### src/hdl/assert_macros.svh
// assertion macros shared by the presence table modules
// expects clk and rst_n in the scope of each use
`ifndef ASSERT_MACROS_SVH
`define ASSERT_MACROS_SVH

// property checked at every rising edge, off while reset is held
`define NPT_ASSERT(lbl, prop, msg) \
    lbl: assert property (@(posedge clk) disable iff (!rst_n) (prop)) else $error(msg);

// implication checked from the edge after the trigger, off while reset is held
`define NPT_ASSERT_NEXT(lbl, trig, prop, msg) \
    lbl: assert property (@(posedge clk) disable iff (!rst_n) (trig) |=> (prop)) else $error(msg);

`endif

### src/hdl/npt_pkg.sv
// shared types and constants of the node presence table
// no dependencies
`default_nettype none

package npt_pkg;

    localparam int ENTRIES = 16;
    localparam int IDX_W   = $clog2(ENTRIES);
    localparam int CNT_W   = $clog2(ENTRIES + 1);
    localparam int SLOT_W  = 5;
    localparam int ID_W    = 16;
    localparam int STAT_W  = 8;
    localparam int TICK_W  = 32;

    localparam logic [TICK_W-1:0] LIFETIME_RST = 32'd1000;

    typedef enum logic [2:0] {
        ST_IDLE,
        ST_DECODE,
        ST_LOOK,
        ST_WRITE,
        ST_PURGE,
        ST_COMMIT,
        ST_OUT
    } state_t;

    typedef struct packed {
        logic             capture;
        logic             clr_acc;
        logic             tick;
        logic             rd_en;
        logic             rd_look;
        logic [IDX_W-1:0] rd_addr;
        logic             write_entry;
        logic             commit;
        logic             load_out;
    } cmd_t;

    typedef struct packed {
        logic is_tick;
        logic out_busy;
    } sts_t;

endpackage

`default_nettype wire

### src/hdl/npt_ctrl.sv
// sequencer for the presence table: lookup pass, write, purge pass, result; a tick goes straight to the result
// depends on npt_pkg and assert_macros.svh
`default_nettype none
`include "assert_macros.svh"

module npt_ctrl (
    input  wire logic          clk,
    input  wire logic          rst_n,
    input  wire logic          in_valid,
    output logic               in_ready,
    output npt_pkg::cmd_t      cmd,
    input  wire npt_pkg::sts_t sts
);
    import npt_pkg::*;

    state_t           state_reg, state_next;
    logic [CNT_W-1:0] cnt_reg, cnt_next;
    logic             scan_live;

    always_ff @(posedge clk or negedge rst_n)
    begin
        if (!rst_n)
        begin
            state_reg <= ST_IDLE;
            cnt_reg   <= '0;
        end
        else
        begin
            state_reg <= state_next;
            cnt_reg   <= cnt_next;
        end
    end

    assign scan_live = (cnt_reg < CNT_W'(ENTRIES));

    always_comb
    begin
        state_next = state_reg;
        cnt_next   = cnt_reg;
        in_ready   = 1'b0;
        cmd        = '0;
        cmd.rd_addr = cnt_reg[IDX_W-1:0];
        case (state_reg)
            ST_IDLE:
            begin
                in_ready = 1'b1;
                if (in_valid)
                begin
                    cmd.capture = 1'b1;
                    state_next  = ST_DECODE;
                end
            end
            ST_DECODE:
            begin
                cmd.clr_acc = 1'b1;
                cnt_next    = '0;
                if (sts.is_tick)
                begin
                    cmd.tick   = 1'b1;
                    state_next = ST_OUT;
                end
                else
                begin
                    state_next = ST_LOOK;
                end
            end
            ST_LOOK:
            begin
                // the pass ends only after the registered read of the last slot has drained
                if (scan_live)
                begin
                    cmd.rd_en   = 1'b1;
                    cmd.rd_look = 1'b1;
                    cnt_next    = cnt_reg + 1'b1;
                end
                else
                begin
                    state_next = ST_WRITE;
                end
            end
            ST_WRITE:
            begin
                cmd.write_entry = 1'b1;
                cnt_next        = '0;
                state_next      = ST_PURGE;
            end
            ST_PURGE:
            begin
                if (scan_live)
                begin
                    cmd.rd_en = 1'b1;
                    cnt_next  = cnt_reg + 1'b1;
                end
                else
                begin
                    state_next = ST_COMMIT;
                end
            end
            ST_COMMIT:
            begin
                cmd.commit = 1'b1;
                state_next = ST_OUT;
            end
            ST_OUT:
            begin
                if (!sts.out_busy)
                begin
                    cmd.load_out = 1'b1;
                    state_next   = ST_IDLE;
                end
            end
            default:
            begin
                state_next = ST_IDLE;
            end
        endcase
    end

    `NPT_ASSERT(a_load_when_free, !cmd.load_out || !sts.out_busy,
        "result loaded over a pending one")
    `NPT_ASSERT(a_scan_in_range, !cmd.rd_en || scan_live, "table read past the last slot")
    `NPT_ASSERT_NEXT(a_capture_decodes, cmd.capture, state_reg == ST_DECODE,
        "accepted transfer not decoded")

endmodule

`default_nettype wire

### src/hdl/npt_dpath.sv
// datapath: slot memory with valid bits, tick counter, lookup and purge logic,
// aggregates and the result register; depends on npt_pkg and assert_macros.svh
`default_nettype none
`include "assert_macros.svh"

module npt_dpath (
    input  wire logic                         clk,
    input  wire logic                         rst_n,
    input  wire npt_pkg::cmd_t                cmd,
    output npt_pkg::sts_t                     sts,
    input  wire logic                         mode,
    input  wire logic [npt_pkg::ID_W-1:0]     node_id,
    input  wire logic [npt_pkg::STAT_W-1:0]   node_status,
    input  wire logic                         cfg_we,
    input  wire logic [npt_pkg::TICK_W-1:0]   cfg_wdata,
    output logic                              out_valid,
    input  wire logic                         out_ready,
    output logic [npt_pkg::SLOT_W-1:0]        slot,
    output logic [npt_pkg::SLOT_W-1:0]        live_count,
    output logic [npt_pkg::STAT_W-1:0]        status_or,
    output logic [npt_pkg::STAT_W-1:0]        status_and,
    output logic [npt_pkg::STAT_W-1:0]        status_xor
);
    import npt_pkg::*;

    // slot storage, meaningful only where the valid bit is set
    logic [ID_W-1:0]   id_mem    [ENTRIES];
    logic [TICK_W-1:0] stamp_mem [ENTRIES];
    logic [STAT_W-1:0] stat_mem  [ENTRIES];
    logic [ENTRIES-1:0] vld_reg, vld_next;

    logic [TICK_W-1:0] lifetime_reg;
    logic [TICK_W-1:0] now_reg;

    logic              mode_reg;
    logic [ID_W-1:0]   cap_id_reg;
    logic [STAT_W-1:0] cap_stat_reg;

    // registered read port
    logic              rd_go_reg, rd_look_reg, rd_vld_reg;
    logic [IDX_W-1:0]  rd_idx_reg;
    logic [ID_W-1:0]   rd_id_reg;
    logic [TICK_W-1:0] rd_stamp_reg;
    logic [STAT_W-1:0] rd_stat_reg;

    // lookup results
    logic              hit_found_reg, free_found_reg;
    logic [IDX_W-1:0]  hit_idx_reg, free_idx_reg;

    // purge accumulators
    logic [CNT_W-1:0]  acc_cnt_reg;
    logic [STAT_W-1:0] acc_or_reg, acc_and_reg, acc_xor_reg;

    // committed aggregates
    logic [CNT_W-1:0]  live_total_reg;
    logic [STAT_W-1:0] agg_or_reg, agg_and_reg, agg_xor_reg;

    logic [SLOT_W-1:0] slot_reg;

    // result register
    logic              out_valid_reg;
    logic [SLOT_W-1:0] o_slot_reg, o_live_reg;
    logic [STAT_W-1:0] o_or_reg, o_and_reg, o_xor_reg;

    logic              do_write;
    logic [IDX_W-1:0]  wr_idx;
    logic [TICK_W-1:0] age;
    logic              expired;
    logic              purge_item;

    assign do_write = cmd.write_entry && (cap_id_reg != '0)
                      && (live_total_reg < CNT_W'(ENTRIES))
                      && (hit_found_reg || free_found_reg);
    assign wr_idx   = hit_found_reg ? hit_idx_reg : free_idx_reg;

    assign age        = now_reg - rd_stamp_reg;
    assign expired    = (age > lifetime_reg);
    assign purge_item = rd_go_reg && !rd_look_reg && rd_vld_reg;

    always_comb
    begin
        vld_next = vld_reg;
        if (do_write)
        begin
            vld_next[wr_idx] = 1'b1;
        end
        if (purge_item && expired)
        begin
            vld_next[rd_idx_reg] = 1'b0;
        end
    end

    // memory write and read ports
    always_ff @(posedge clk)
    begin
        if (do_write)
        begin
            id_mem[wr_idx]    <= cap_id_reg;
            stamp_mem[wr_idx] <= now_reg;
            stat_mem[wr_idx]  <= cap_stat_reg;
        end
        rd_id_reg    <= id_mem[cmd.rd_addr];
        rd_stamp_reg <= stamp_mem[cmd.rd_addr];
        rd_stat_reg  <= stat_mem[cmd.rd_addr];
        rd_vld_reg   <= vld_reg[cmd.rd_addr];
        rd_idx_reg   <= cmd.rd_addr;
    end

    // captured item and result payload
    always_ff @(posedge clk)
    begin
        if (cmd.capture)
        begin
            mode_reg     <= mode;
            cap_id_reg   <= node_id;
            cap_stat_reg <= node_status;
        end
        if (cmd.load_out)
        begin
            o_slot_reg <= slot_reg;
            o_live_reg <= SLOT_W'(live_total_reg);
            o_or_reg   <= agg_or_reg;
            o_and_reg  <= agg_and_reg;
            o_xor_reg  <= agg_xor_reg;
        end
    end

    always_ff @(posedge clk or negedge rst_n)
    begin
        if (!rst_n)
        begin
            vld_reg        <= '0;
            lifetime_reg   <= LIFETIME_RST;
            now_reg        <= '0;
            rd_go_reg      <= 1'b0;
            rd_look_reg    <= 1'b0;
            hit_found_reg  <= 1'b0;
            free_found_reg <= 1'b0;
            hit_idx_reg    <= '0;
            free_idx_reg   <= '0;
            acc_cnt_reg    <= '0;
            acc_or_reg     <= '0;
            acc_and_reg    <= '1;
            acc_xor_reg    <= '0;
            live_total_reg <= '0;
            agg_or_reg     <= '0;
            agg_and_reg    <= '0;
            agg_xor_reg    <= '0;
            slot_reg       <= '0;
            out_valid_reg  <= 1'b0;
        end
        else
        begin
            vld_reg     <= vld_next;
            rd_go_reg   <= cmd.rd_en;
            rd_look_reg <= cmd.rd_look;
            if (cfg_we)
            begin
                lifetime_reg <= cfg_wdata;
            end
            if (cmd.tick)
            begin
                now_reg <= now_reg + 1'b1;
            end
            if (cmd.clr_acc)
            begin
                hit_found_reg  <= 1'b0;
                free_found_reg <= 1'b0;
                acc_cnt_reg    <= '0;
                acc_or_reg     <= '0;
                acc_and_reg    <= '1;
                acc_xor_reg    <= '0;
                slot_reg       <= '0;
            end
            // lookup pass keeps the first match and the first empty slot
            if (rd_go_reg && rd_look_reg)
            begin
                if (rd_vld_reg && (rd_id_reg == cap_id_reg) && !hit_found_reg)
                begin
                    hit_found_reg <= 1'b1;
                    hit_idx_reg   <= rd_idx_reg;
                end
                if (!rd_vld_reg && !free_found_reg)
                begin
                    free_found_reg <= 1'b1;
                    free_idx_reg   <= rd_idx_reg;
                end
            end
            if (do_write)
            begin
                slot_reg <= SLOT_W'({1'b0, wr_idx} + 1'b1);
            end
            if (purge_item && !expired)
            begin
                acc_cnt_reg <= acc_cnt_reg + 1'b1;
                acc_or_reg  <= acc_or_reg | rd_stat_reg;
                acc_and_reg <= acc_and_reg & rd_stat_reg;
                acc_xor_reg <= acc_xor_reg ^ rd_stat_reg;
            end
            if (cmd.commit)
            begin
                live_total_reg <= acc_cnt_reg;
                agg_or_reg     <= acc_or_reg;
                agg_and_reg    <= (acc_cnt_reg == '0) ? '0 : acc_and_reg;
                agg_xor_reg    <= acc_xor_reg;
            end
            if (cmd.load_out)
            begin
                out_valid_reg <= 1'b1;
            end
            else if (out_ready)
            begin
                out_valid_reg <= 1'b0;
            end
        end
    end

    assign sts.is_tick  = !mode_reg;
    assign sts.out_busy = out_valid_reg && !out_ready;

    assign out_valid  = out_valid_reg;
    assign slot       = o_slot_reg;
    assign live_count = o_live_reg;
    assign status_or  = o_or_reg;
    assign status_and = o_and_reg;
    assign status_xor = o_xor_reg;

    `NPT_ASSERT_NEXT(a_count_matches, cmd.commit,
        live_total_reg == $countones(vld_reg),
        "live count differs from valid slots")
    `NPT_ASSERT(a_and_empty, (live_total_reg != '0) || (agg_and_reg == '0),
        "and aggregate nonzero on empty table")
    `NPT_ASSERT(a_one_vld_source, !(do_write && purge_item), "slot write overlaps purge")

endmodule

`default_nettype wire

### src/hdl/node_presence_table_with_aging.sv
// node presence table with aging: top level, controller plus datapath
// a tick goes from transfer in through decode to the result; an announce runs a
// lookup pass and a purge pass, each reading one slot per cycle through the
// single registered memory read port; a new item is accepted only once the
// previous result has been loaded, so items never overlap
// reset: asynchronous, clears all valid bits, counters, aggregates, lifetime to 1000
`default_nettype none

module node_presence_table_with_aging (
    input  wire logic                         clk,
    input  wire logic                         rst_n,
    input  wire logic                         in_valid,
    output logic                              in_ready,
    input  wire logic                         mode,
    input  wire logic [npt_pkg::ID_W-1:0]     node_id,
    input  wire logic [npt_pkg::STAT_W-1:0]   node_status,
    output logic                              out_valid,
    input  wire logic                         out_ready,
    output logic [npt_pkg::SLOT_W-1:0]        slot,
    output logic [npt_pkg::SLOT_W-1:0]        live_count,
    output logic [npt_pkg::STAT_W-1:0]        status_or,
    output logic [npt_pkg::STAT_W-1:0]        status_and,
    output logic [npt_pkg::STAT_W-1:0]        status_xor,
    input  wire logic                         cfg_we,
    input  wire logic [npt_pkg::TICK_W-1:0]   cfg_wdata
);
    import npt_pkg::*;

    cmd_t cmd;
    sts_t sts;

    npt_ctrl u_ctrl (
        .clk      (clk),
        .rst_n    (rst_n),
        .in_valid (in_valid),
        .in_ready (in_ready),
        .cmd      (cmd),
        .sts      (sts)
    );

    npt_dpath u_dpath (
        .clk         (clk),
        .rst_n       (rst_n),
        .cmd         (cmd),
        .sts         (sts),
        .mode        (mode),
        .node_id     (node_id),
        .node_status (node_status),
        .cfg_we      (cfg_we),
        .cfg_wdata   (cfg_wdata),
        .out_valid   (out_valid),
        .out_ready   (out_ready),
        .slot        (slot),
        .live_count  (live_count),
        .status_or   (status_or),
        .status_and  (status_and),
        .status_xor  (status_xor)
    );

endmodule

`default_nettype wire
### config.mk
export PLATFORM = sky130hd
export DESIGN_NAME = node_presence_table_with_aging
export DESIGN_NICKNAME = d
export VERILOG_FILES = /design/src/hdl/npt_pkg.sv /design/src/hdl/npt_ctrl.sv /design/src/hdl/npt_dpath.sv /design/src/hdl/node_presence_table_with_aging.sv
export VERILOG_INCLUDE_DIRS = /design/src /design/src/hdl
export SDC_FILE = /design/constraint.sdc
export NUM_CORES = 1
export LEC_CHECK = 0
export ABC_AREA = 1
export BUFFER_PORTS_ARGS = -buffer_cell sky130_fd_sc_hd__buf_2
export CORE_UTILIZATION = 63
export DETAILED_ROUTE_END_ITERATION = 16
export HOLD_SLACK_MARGIN = 0.05
export MAX_ROUTING_LAYER = met4
export PLACE_DENSITY_LB_ADDON = 0.15
export SYNTH_ARGS = -nofsm -noshare
export SYNTH_HDL_FRONTEND = slang
export SYNTH_HIERARCHICAL = 1
export SYNTH_SLANG_ARGS = --single-unit
### constraint.sdc
create_clock -name clk -period 6.03 [get_ports clk]
set_input_delay 1.206 -clock clk [delete_from_list [all_inputs] [get_ports clk]]
set_output_delay 1.206 -clock clk [all_outputs]
set_load 0.05 [all_outputs]
# Word level (Yosys, flattened, before mapping)
# Memories as Yosys holds them, arrays and structs flattened. A register that Yosys moved wholly into a read port is not among the register bits.
# Cells that the tools add are included.
# word_totals
n_memories	3
ramBits	896
wordCells	148
input_bits	62
register_bits	228
out_inout_bits	36
# mem_list
name	words	word_bits	rd	rd_ports_with_merged_regs	wr	line_no	rtl
u_dpath.stamp_mem	16	32	1	1	1	npt_dpath.sv:28	logic [TICK_W-1:0] stamp_mem [ENTRIES];
u_dpath.id_mem	16	16	1	1	1	npt_dpath.sv:27	logic [ID_W-1:0] id_mem [ENTRIES];
u_dpath.stat_mem	16	8	1	1	1	npt_dpath.sv:29	logic [STAT_W-1:0] stat_mem [ENTRIES];
# classes
n_mux	49
n_reduce_logical	34
addsub	5
magnitude_cmp	8
bitwise	6
eq_ne	12
# op_table
cell	count
two-way mux 8 bit	6
adder 32 x 1 -> 32 bit (second input constant)	1
> comparator 32 bit	1
two-way mux 16 bit	2
subtractor 32 bit	1
two-way mux 1 bit	23
case mux 3 bit (7 select lines)	1
two-way mux 5 bit	4
AND 16 bit	1
equality test 16 bit	1
inverter 16 bit	1
bitwise OR 16 bit	1
nonzero test 16 bit	1
< comparator 4 x 5 -> 1 bit (second input constant)	3
two-way mux 3 bit	5
logical AND 1 bit	14
adder 5 x 1 -> 5 bit (second input constant)	2
< comparator 5 bit (second input constant)	2
case mux 5 bit (2 select lines)	1
equality test 3 bit (second input constant)	3
AND 8 bit	1
demux 1 bit (select 4 bit)	2
greater-or-equal comparator 4 x 1 -> 1 bit (second input constant)	2
!= test 2 bit (second input constant)	4
other kinds (18)	31

# Logic depth before layout (Yosys ltp)
# depth
word_depth	9
depth_mapped	26
depth_no_buf	25

# Cells and area by module
# Netlist, hierarchy kept.
# modules_own_cells
module	n_inst	cells_per_inst	area_each_um2	seq_area_each_um2
npt_dpath	1	3706	48192.5	33819.9
npt_ctrl	1	81	578.1	200.2

# Worst setup path after synthesis
# No wires, ideal clock.
# synth_timing
path_type	input port to flip-flop
startpoint	in out_ready
endpoint	reg u_dpath.o_live_reg[0] (netlist: u_dpath/live_count[0]), enable pin
path_slack_ns	0.890
t_arrival_ns	4.627
t_required_ns	5.518
setup_ns	0.512
path_buffers	0
cell_stages	2
path_cell_list	nor2_1 > nor4_1
# synth_rtl
item	line_no	rtl
from (decl)	node_presence_table_with_aging.sv:18	input wire logic out_ready,
to (signal assigned)	npt_dpath.sv:121	o_live_reg <= SLOT_W'(live_total_reg);
to (decl)	npt_dpath.sv:62	logic [SLOT_W-1:0] o_slot_reg, o_live_reg;

# Final worst setup path
# layout_timing
startpoint	reg u_dpath.now_reg[0]
endpoint	reg u_dpath.acc_and_reg[7]
# layout_via
elab_chain_cells	5
elab_cells_between_ends	6
classes_between	add/sub (1); order compare (1); mux (1); reduce/logical (3)
# layout_rtl
item	line_no	rtl
from (decl)	npt_dpath.sv:33	logic [TICK_W-1:0] now_reg;
from (signal assigned)	npt_dpath.sv:163	now_reg <= now_reg + 1'b1;
subtractor 32 bit *	npt_dpath.sv:76	assign age = now_reg - rd_stamp_reg;
> comparator 32 bit *	npt_dpath.sv:77	assign expired = (age > lifetime_reg);
logical NOT 1 bit *	npt_dpath.sv:193	if (purge_item && !expired)
logical AND 1 bit *	npt_dpath.sv:193	
two-way mux 8 bit or nonzero test 2 bit (tied branches)	n/a	
to (signal assigned)	npt_dpath.sv:197	acc_and_reg <= acc_and_reg & rd_stat_reg;
to (decl)	npt_dpath.sv:52	logic [STAT_W-1:0] acc_or_reg, acc_and_reg, acc_xor_reg;
# Mark *: on every way between the ends. The rest lies on a longest branch, timed or not.
# A chain may end at the register's enable or synchronous reset.

==> run summary <==
status = finished, final reports clean
CTS Buf Count = 113
grt ovf = 0
initial drt markers = 3297
post_cts resized = 0
fin worst setup slack = 1.152 ns
Most flops, register = u_dpath/stamp_mem
hold-fix buffers at CTS = 0
post-synthesis mux area share = 4.990%
die height = 280.2 um
Die Width = 280.2 um
first-pass GRT wire length = 168700 um
max-slew violation count = 0
# IOs = 98
largest net degree at the start of global routing = 165
Reg power frac = 45.7%
synthesized area = 0.04877 mm^2
FP Rows = 101
kind of critical path = flip-flop to flip-flop
Initial Utilization = 63.90%
core area = 0.07633 mm^2
Synth Area in Compound Gates = 11.22%
fin nets = 3987
CP Capture Type = flip-flop
Vias/cell = 5.967
P&R area growth vs syn = 11.04%
initial antenna violation count = 1
critical path data arrival time = 5.49 ns
Int Power = 15.29 mW
dpl hpwl = 59670 um
WL per Instance = 22.36 um
Vias = 29742
RD Place Congestion = 0.9057
clk sink count = 1180
Syn Area/Cell = 12.88 um^2
biggest regs = u_dpath/stamp_mem (512), u_dpath/id_mem (256), u_dpath/stat_mem (128)
DRC = 0
Place WS = 1.223 ns
Clock Skews = 0.03231 ns
Fin. Hold Viols = 0
setup total negative slack = 0 ns
sequential cell area fraction in the yosys report = 69.76%
max capacitance violation total = 0
leakage = 20.29 nW
PwrDens = 406.6 mW/mm^2
Final min period = 4.878 ns
Cell variety after synth = 50
sw frac = 30.57%
Post-synth ARST share = 13.90%
sw power = 6.730 mW
share of layout cells above drive strength 1 = 10.25%
Final ANT Viol Nets = 0
kind of start point of the critical path = flip-flop
RSZ-0062 raised after global routing = no
filler cell count = 5199
relative slew slack = 21.16%
Tot Pwr = 22.02 mW
post-synthesis simple-gate area fraction = 6.052%
min-delay worst type = flip-flop to flip-flop
Post-synth EDFFs = 955
Clock Pin Slew Worst Setup and Hold Paths = 0.06 ns
warnings from Yosys = 6
ys flop type = edfxtp_1
die area = 0.07853 mm^2
combinational cell fraction of total power = 22.2%
WL final = 111400 um
htree depth = 3
Final Setup Violations = 0
Worst-Margin Slew = 1.180 ns
post-CTS setup buffer count = 0
syn nets = 3921
clock power share = 32.1%
Port-buffer cells = 97
vias in the first global route = 28416
combinational family with the most area after synthesis = compound AO/OA/AOI/OAI gates
Worst-Skew Late Latency = 0.69 ns
fmax = 0.2050 GHz
Synth Area in XOR/XNOR = 1.419%
adder-cell share of the synthesized area = 1.863%
Final period util = 80.90%
Max clock buf depth = 3
Yosys reg bits = 1180
Cells after Synth = 3787
DR pass1 iterations = 5
Req. time, crit path = 6.64 ns
worst-path maximum fanout = 26
root buffer cell = clkbuf_16
max reg flops = 512
Peak VDD IR = 0.0004078 V
CTS tree = built
Total GRT Usage = 29.50%
[power by group through the flow]
stage / clock [mW] / combinational (mW) / sequential (mW)
after detailed placement: 0 / 4.84 / 10.2
after global routing: 7.46 / 5.45 / 10.1
after floorplan: 0 / 3.73 / 10.0
final: 7.07 / 4.89 / 10.1
after CTS: 7.17 / 4.88 / 10.0
after global placement: 0 / 4.76 / 10.2
[critical path, cell delays in order (launching register included)]
cell	delay (ns)
dfrtp_1	0.74
inv_1	0.20
ha_1	0.25
inv_1	0.08
fa_1	0.21
nand3_1	0.09
nand2_1	0.14
nand2_1	0.07
nand2_1	0.16
nand2_1	0.07
nand2_1	0.13
nand3_1	0.09
nand2_1	0.10
xnor2_1	0.12
inv_1	0.08
ha_1	0.27
nand2_1	0.05
nor2_1	0.14
nand3b_1	0.09
nor3b_1	0.33
nand4_1	0.32
nand2_2	0.39
nand2_2	0.39
o21ai_0	0.20
nand2_1	0.09
[routing by layer]
metal  track usage (%)  wire length, um  vias up
met4             7.692             2342        0
met5                 -                0        -
li1                  -                -    13779
met2             45.37            53020     1148
met1             41.90            47730    14655
met3             4.105             8340      160
[final timing paths]
check                                        from                        to  slack, ns  cells after the start
max                            u_dpath/now_reg[0]    u_dpath/acc_and_reg[7]       1.15                     24
min                        u_dpath/rd_stat_reg[2]    u_dpath/acc_and_reg[2]       0.44                      2
max reg2reg                    u_dpath/now_reg[0]    u_dpath/acc_and_reg[7]       1.15                     24
min reg2reg                u_dpath/rd_stat_reg[2]    u_dpath/acc_and_reg[2]       0.44                      2
max in group asynchronous                   rst_n  u_dpath/lifetime_reg[11]       4.50                      2
min in group asynchronous                   rst_n    u_dpath/agg_and_reg[1]       0.46                      1
[synth_stat cells, types with 2 or more instances]
library cell,count,area (um^2)
mux2i_1,224,2242
ha_1,71,888.4
nand2_4,3,33.78
dfxtp_1,61,1221
a21oi_1,297,1486
nand3_2,3,30.03
mux2_2,17,191.4
a31oi_1,2,12.51
nand2_1,337,1265
nand3_1,154,770.7
a21o_1,4,30.03
buf_4,6,45.04
xor2_1,56,490.5
o22ai_1,4,25.02
edfxtp_1,955,28680
or2_2,5,31.28
o21bai_1,13,97.59
o21ai_0,374,1872
buf_2,43,215.2
nor3_1,19,95.09
nor3_2,2,20.02
nor4_1,8,50.05
clkbuf_1,127,476.7
xnor2_1,23,201.4
a22o_1,2,17.52
inv_2,3,11.26
buf_1,11,41.29
o211ai_1,227,1704
a21boi_0,3,22.52
inv_1,399,1498
dfrtp_1,150,3754
nor2_2,6,37.54
nand4_1,18,112.6
nand2_2,7,43.79
dfstp_2,14,367.9
nor2_4,2,22.52
nor2_1,103,386.6
o21a_1,22,165.2
[layout make-up]
class / count / area [um^2] / area share [%]
clock buffer: 151 / 3163 / 5.841
inverter: 403 / 1520 / 2.807
clock inverter: 64 / 639.4 / 1.181
sequential: 1180 / 34040 / 62.85
timing repair buffer: 138 / 912.1 / 1.684
multi-input combinational: 2017 / 12590 / 23.25
tap: 1030 / 1289 / 2.380
antenna: 1 / 2.502 / 0.004621
[logic make-up (layout without fill, tap and decap cells)]
logic type               count (synthesis)  in the layout
other                                    0              1
adder cells (fa/ha/maj)                 72             72
flip-flops                            1180           1180
multiplexers                           241            241
AND/OR/NAND/NOR                        672            672
buffers and inverters                  590            756
AO/OA/AOI/OAI                          953            953
XOR/XNOR                                79             79
[cell usage in the layout (no fill, tap or decap), types with 56 or more instances in the layout]
cell,instances
a21oi_1,297
buf_2,96
clkbuf_16,115
dfrtp_1,146
dfxtp_1,61
edfxtp_1,955
ha_1,71
inv_1,397
mux2i_1,224
nand2_1,337
nand3_1,154
nor2_1,86
o211ai_1,227
o21ai_0,374
xor2_1,56
[stage by stage]
stage,utilization (%),hold WS (ns),std cells,area [um^2]
2_1_floorplan,-,0.4082,3787,48770
3_3_place_gp,65.96,0.4295,4768,50350
3_5_place_dp,65.96,0.4334,4768,50350
4_1_cts,70.95,0.4426,4983,54150
5_1_grt,70.95,0.4410,4984,54150
6_report,70.95,0.4373,4984,54150
Note: power is estimated with default switching activity, not from simulation.
